**config.mk**
```make
export PLATFORM = sky130hd
export DESIGN_NAME = midi_timecode_decoder
export DESIGN_NICKNAME = d
export VERILOG_FILES = /design/src/sv/mtc_pkg.sv /design/src/sv/midi_timecode_decoder.sv
export SDC_FILE = /design/constraint.sdc
export NUM_CORES = 1
export LEC_CHECK = 0
export ABC_AREA = 1
export BUFFER_PORTS_ARGS = -buffer_cell sky130_fd_sc_hd__buf_2
export CORE_MARGIN = 2
export CORE_UTILIZATION = 40
export CTS_BUF_LIST = sky130_fd_sc_hd__clkbuf_8
export CTS_CLUSTER_SIZE = 8
export DETAILED_ROUTE_END_ITERATION = 12
export GPL_ROUTABILITY_DRIVEN = 0
export MAX_ROUTING_LAYER = met4
export PLACE_DENSITY_LB_ADDON = 0.12
export SYNTH_ARGS = -nofsm -noshare
export SYNTH_HDL_FRONTEND = slang
export SYNTH_SLANG_ARGS = --single-unit
```
**constraint.sdc**
```tcl
create_clock -name clk -period 7.45 [get_ports clk]
set_clock_uncertainty 0.15 [all_clocks]
set_input_delay 0 -clock clk [delete_from_list [all_inputs] [get_ports clk]]
set_output_delay 0 -clock clk [all_outputs]
set_load 0.01 [all_outputs]
```
**src/sv/mtc_pkg.sv**
```systemverilog
`timescale 1ns / 1ps
// ----------------------------------------------------------------------------
// mtc_pkg
// Types, codes and digit helpers shared by the MIDI time code decoder.
// ----------------------------------------------------------------------------
package mtc_pkg;

  localparam logic OP_FULL    = 1'b0;
  localparam logic OP_QUARTER = 1'b1;

  localparam logic [2:0] PART_FRAME_LO = 3'd0;
  localparam logic [2:0] PART_HOUR_LO  = 3'd6;
  localparam logic [2:0] PART_HOUR_HI  = 3'd7;

  localparam int NUM_PARTS = 8;

  typedef struct packed {
    logic       op;
    logic [6:0] hour_byte;
    logic [6:0] minute_byte;
    logic [6:0] second_byte;
    logic [6:0] frame_byte;
    logic [6:0] quarter_byte;
  } mtc_in_t;

  typedef struct packed {
    logic [1:0] hours_tens;
    logic [3:0] hours_units;
    logic [4:0] minutes_tens;
    logic [3:0] minutes_units;
    logic [4:0] seconds_tens;
    logic [3:0] seconds_units;
    logic [4:0] frames_tens;
    logic [3:0] frames_units;
    logic [1:0] rate_type;
  } mtc_out_t;

  // divide by ten through multiply by 205 / 2048, exact for 0..255
  function automatic logic [4:0] div10(input logic [7:0] v);
    logic [15:0] p;
    p = {8'd0, v} * 16'd205;
    return p[15:11];
  endfunction

  function automatic logic [3:0] mod10(input logic [7:0] v);
    logic [4:0] q;
    logic [7:0] r;
    q = div10(v);
    r = v - ({3'd0, q} * 8'd10);
    return r[3:0];
  endfunction

endpackage

```
**src/sv/midi_timecode_decoder.sv**
```systemverilog
`timescale 1ns / 1ps
// ----------------------------------------------------------------------------
// midi_timecode_decoder
// Decodes MIDI time code full-frame and quarter-frame requests into digits.
// ----------------------------------------------------------------------------
// One request is taken per cycle while in_ready is high. A request is
// registered, then decoded and registered as a result once the output can
// advance. A full-frame request always yields a result; a quarter-frame
// request stores its nibble and yields a result only when the part sequence
// steps from 6 to 7 or from 7 to 0. While a result waits to be taken, a new
// request can enter only if the request register is empty.
module midi_timecode_decoder
  import mtc_pkg::*;
(
  input  logic     clk,
  input  logic     rst_n,
  input  logic     in_valid,
  output logic     in_ready,
  input  mtc_in_t  in_data,
  output logic     out_valid,
  input  logic     out_ready,
  output mtc_out_t out_data
);

  logic       req_valid_r;
  mtc_in_t    req_r;
  logic [3:0] nib_r   [NUM_PARTS];
  logic [3:0] nib_nxt [NUM_PARTS];
  logic [2:0] last_part_r;
  logic       out_valid_r;
  mtc_out_t   out_data_r;
  mtc_out_t   result;

  logic       advance;
  logic [2:0] part;
  logic [3:0] nib;
  logic       fire;
  logic       emit;
  logic [7:0] hours_v, minutes_v, seconds_v, frames_v;
  logic [1:0] rate_v;
  logic [4:0] hours_q;

  assign advance   = !out_valid_r || out_ready;
  assign in_ready  = !req_valid_r || advance;
  assign out_valid = out_valid_r;
  assign out_data  = out_data_r;

  assign part = req_r.quarter_byte[6:4];
  assign nib  = req_r.quarter_byte[3:0];
  assign fire = (part == PART_HOUR_HI && last_part_r == PART_HOUR_LO) ||
                (part == PART_FRAME_LO && last_part_r == PART_HOUR_HI);
  assign emit = req_valid_r && advance && (req_r.op == OP_FULL || fire);

  always_comb begin
    for (int i = 0; i < NUM_PARTS; i++) begin
      nib_nxt[i] = nib_r[i];
    end
    if (req_r.op == OP_QUARTER) begin
      nib_nxt[part] = nib;
    end
    if (req_r.op == OP_FULL) begin
      hours_v   = {3'd0, req_r.hour_byte[4:0]};
      minutes_v = {1'b0, req_r.minute_byte};
      seconds_v = {1'b0, req_r.second_byte};
      frames_v  = {1'b0, req_r.frame_byte};
      rate_v    = req_r.hour_byte[6:5];
    end else begin
      hours_v   = {3'd0, nib_nxt[7][0], nib_nxt[6]};
      minutes_v = {nib_nxt[5], nib_nxt[4]};
      seconds_v = {nib_nxt[3], nib_nxt[2]};
      frames_v  = {nib_nxt[1], nib_nxt[0]};
      rate_v    = nib_nxt[7][2:1];
    end
    hours_q              = div10(hours_v);
    result.hours_tens    = hours_q[1:0];
    result.hours_units   = mod10(hours_v);
    result.minutes_tens  = div10(minutes_v);
    result.minutes_units = mod10(minutes_v);
    result.seconds_tens  = div10(seconds_v);
    result.seconds_units = mod10(seconds_v);
    result.frames_tens   = div10(frames_v);
    result.frames_units  = mod10(frames_v);
    result.rate_type     = rate_v;
  end

  always_ff @(posedge clk) begin
    if (!rst_n) begin
      req_valid_r <= 1'b0;
      out_valid_r <= 1'b0;
      last_part_r <= '0;
      for (int i = 0; i < NUM_PARTS; i++) begin
        nib_r[i] <= '0;
      end
    end else begin
      if (in_ready) begin
        req_valid_r <= in_valid;
      end
      if (req_valid_r && advance && req_r.op == OP_QUARTER) begin
        for (int i = 0; i < NUM_PARTS; i++) begin
          nib_r[i] <= nib_nxt[i];
        end
        last_part_r <= part;
      end
      if (advance) begin
        out_valid_r <= emit;
      end
    end
  end

  always_ff @(posedge clk) begin
    if (in_valid && in_ready) begin
      req_r <= in_data;
    end
    if (emit) begin
      out_data_r <= result;
    end
  end

endmodule

```
==> parameters.txt <==
Parameter                              Value

Worst setup path
  Buffers plus inverters on the worst setup path    5
  Worst Path Required    7.46 ns
  Startpoint of the most critical setup path    part[0]
  Biggest fanout along the worst timing path    7
  Classification of the worst setup path    reg2reg
  Critical Path Sink Type    flop
  Largest stage delay on the critical path    0.53 ns
  Kind of cell adding the most delay to the critical path    adder cells
  Most common cell type on the critical path    sky130_fd_sc_hd__nand2_1
  Worst reg2reg startpoint    part[0]
  Data arrival time at the worst-slack endpoint    5.96 ns
  Master of the slowest instance on the critical path    sky130_fd_sc_hd__fa_1
  Startpoint types    flop

GRT
  Antenna violations before repair    0
  Global-route wire length before repair    30.0 mm
  Gr ovfl total    0
  Number of global-route vias before repair    6,170
  Pin count of the biggest net entering global routing    37
  GRT Overall Usage    0.177

Placed design
  Cell area reported after detailed placement    9180 um^2
  IO buf count    76
  Estimated wirelength of the detail-placed design    14.1 mm

CTS
  Source-to-sink clock delay at the later pin of the worst-skew pair    0.39 ns
  Post-cts resize count    0
  Setup Buffers After CTS    0
  Inserted Clock Buffers    9
  CTS H-tree depth    3
  Clk pin slew, worst setup/hold paths    0.11 ns
  Number of sinks on the clock net    107
  TritonCTS clock tree    yes
  Clock tree buffer depth    2
  Root Driver    sky130_fd_sc_hd__clkbuf_8

Layout
  Share of layout cells above drive strength 1    0.116
  Layout-stage area growth over the synthesis result    15.6%
  Final net count    1,231
  Design Area, Final    9770 um^2
  Number of antenna repair diodes    0
  Fillcell total    2,028

Floorplan
  Std-Cell Rows    53
  Initial core utilization    0.405
  I/O pins    77
  Die boundary height    149 um
  Die Outline Area    22,300 um^2
  Core outline area    20,900 um^2
  Horizontal extent of the die    149 um

Synth
  Post-Syn Area per Cell    9.66 um^2
  Share of Yosys cell area claimed by the top area cell type    0.362
  Number of warning messages in the yosys log    0
  Leading cell type by number of instances after synthesis    sky130_fd_sc_hd__ha_1
  Most instantiated flip-flop cell in the synthesis netlist    sky130_fd_sc_hd__edfxtp_1
  Post-synth EDFFs    102
  Post-synthesis sequential area ratio    0.374
  Number of synthesized register bits    107
  Biggest area consumer among synthesized cells    sky130_fd_sc_hd__edfxtp_1
  Cell count after synthesis    875
  Cell area after synthesis    8450 um^2
  Synthesized Nets    1,105
  Fraction of registers with async set/reset    0
  Top post-synthesis cells by area    sky130_fd_sc_hd__edfxtp_1 36%, sky130_fd_sc_hd__ha_1 23%, sky130_fd_sc_hd__fa_1 8.5%
  Commonest cells in the netlist    154 x sky130_fd_sc_hd__ha_1, 139 x sky130_fd_sc_hd__nand2_1, 134 x sky130_fd_sc_hd__inv_1
  Distinct cells, synth    40

STA
  Number of hold-slack violations in the final timing report    0
  Count of final max-slew check failures    0
  Summed negative setup slack over all endpoints    0 ns
  Setup repair after global routing missed its margin    no
  Max frequency    168 MHz
  Worst Max-Slew Pin Slew    1.12 ns
  Post-route clock period utilization    0.800
  Relative slew slack    0.249
  Post-route minimum period    5.96 ns
  Final setup violation count    0

Power and ir drop
  Final total power    0.00233 W
  Power density relative to cell area    239 nW/um^2
  Lkg Pwr    4.83 nW
  Worst IR Drop VDD    0.000106 V

Flow run
  Number of maximum-capacitance constraint violations    0

Detailed routing
  DRC Markers    0
  Wire length after detailed routing    17.9 mm
  Routed len/inst    14.0 um
  Total iterations of the first detailed-routing run    7
  Detailed Route Iter0 Violations    244
  Remaining number of nets flagged by the antenna check after routing    0
  Vias    6,181
  Routed vias/inst    4.83

Run status
  Status    complete, no violations

Worst hold path
  Hold path start    in_data[19]
  Hold/Removal Path Class    in2reg
==> flip-flops by register name, indices dropped and copies added (netlist names) <==
signal / cells
out_valid: 1
part: 3
nib: 4
out_data: 35
nib_r: 31
last_part_r: 3
req_valid_r: 1
req_r: 29
==> report_power, final <==
part,switching [W],internal (W),total (W)
sequential,0.0000133,0.000758,0.000772
clock,0.000211,0.000121,0.000331
combinational,0.000746,0.000485,0.00123
==> metrics by stage <==
step,worst slack (ns),utilization,instances,hold WS (ns)
6_report,1.49,0.468,1281,0.150
5_1_grt,0.939,0.468,1281,0.146
4_1_cts,1.47,0.468,1281,0.128
3_5_place_dp,1.51,0.440,1223,0.0281
3_3_place_gp,1.51,0.440,1223,0.0283
2_1_floorplan,1.85,-,875,-0.0511
==> timing repair <==
item,in CTS,in global routing
hold buffers,42,0
setup endpoints to repair,0,0
hold endpoints to repair,45,0
==> worst register-to-register path, delay by kind of cell, from the launching register on <==
kind	cells	cell delay, ns
adder cells (fa/ha/maj)	7	2.60
AND/OR/NAND/NOR	11	1.05
AO/OA/AOI/OAI	4	0.71
buffers and inverters	5	0.40
flip-flops	1	0.46
XOR/XNOR	2	0.35
==> final timing paths <==
kind	slack, ns	to	cells past startpoint
setup / recovery	1.49	out_data[14]	29
hold / removal	0.15	req_r[19]	2
hold reg to reg	0.32	last_part_r[2]	2
setup reg to reg	1.49	out_data[14]	29
==> layout by cell type (no fill, tap or decap), types with 7 or more instances in the layout <==
cell / instances
sky130_fd_sc_hd__a21oi_1: 49
sky130_fd_sc_hd__buf_2: 76
sky130_fd_sc_hd__clkbuf_8: 9
sky130_fd_sc_hd__dlygate4sd3_1: 42
sky130_fd_sc_hd__edfxtp_1: 102
sky130_fd_sc_hd__fa_1: 36
sky130_fd_sc_hd__ha_1: 154
sky130_fd_sc_hd__inv_1: 136
sky130_fd_sc_hd__nand2_1: 139
sky130_fd_sc_hd__nand3_1: 37
sky130_fd_sc_hd__nor2_1: 88
sky130_fd_sc_hd__o21ai_0: 29
sky130_fd_sc_hd__o21ai_1: 9
sky130_fd_sc_hd__xnor2_1: 7
sky130_fd_sc_hd__xor2_1: 21
==> logic make-up after synthesis <==
| group | after synthesis | share of synthesized area |
|---|---|---|
| xor gates and xnor gates | 28 | 0.0290 |
| and+or+nand+nor | 289 | 0.142 |
| AOI/OAI and AO/OA | 113 | 0.0753 |
| buffers and inverters | 148 | 0.0665 |
| adders and majority gates | 190 | 0.313 |
| DFF | 107 | 0.374 |
==> layer usage <==
layer  GRT usage  routed length (um)  vias to the layer above
li1            -                   -                     3185
met1       0.226                8650                     2884
met2       0.296                8600                       94
met3      0.0235                 451                       18
met4      0.0462                 184                        0
met5           -                   0                        -
==> final cells by class <==
type	count	area, um^2	share of cell area
multi-input combinational	620	4730	0.484
sequential	107	3160	0.324
timing repair buffer	123	838	0.0858
inverter	140	526	0.0538
tap	275	344	0.0352
clock buffer	9	124	0.0127
clock inverter	7	45.0	0.00461
(Power assumes the default switching activity.)
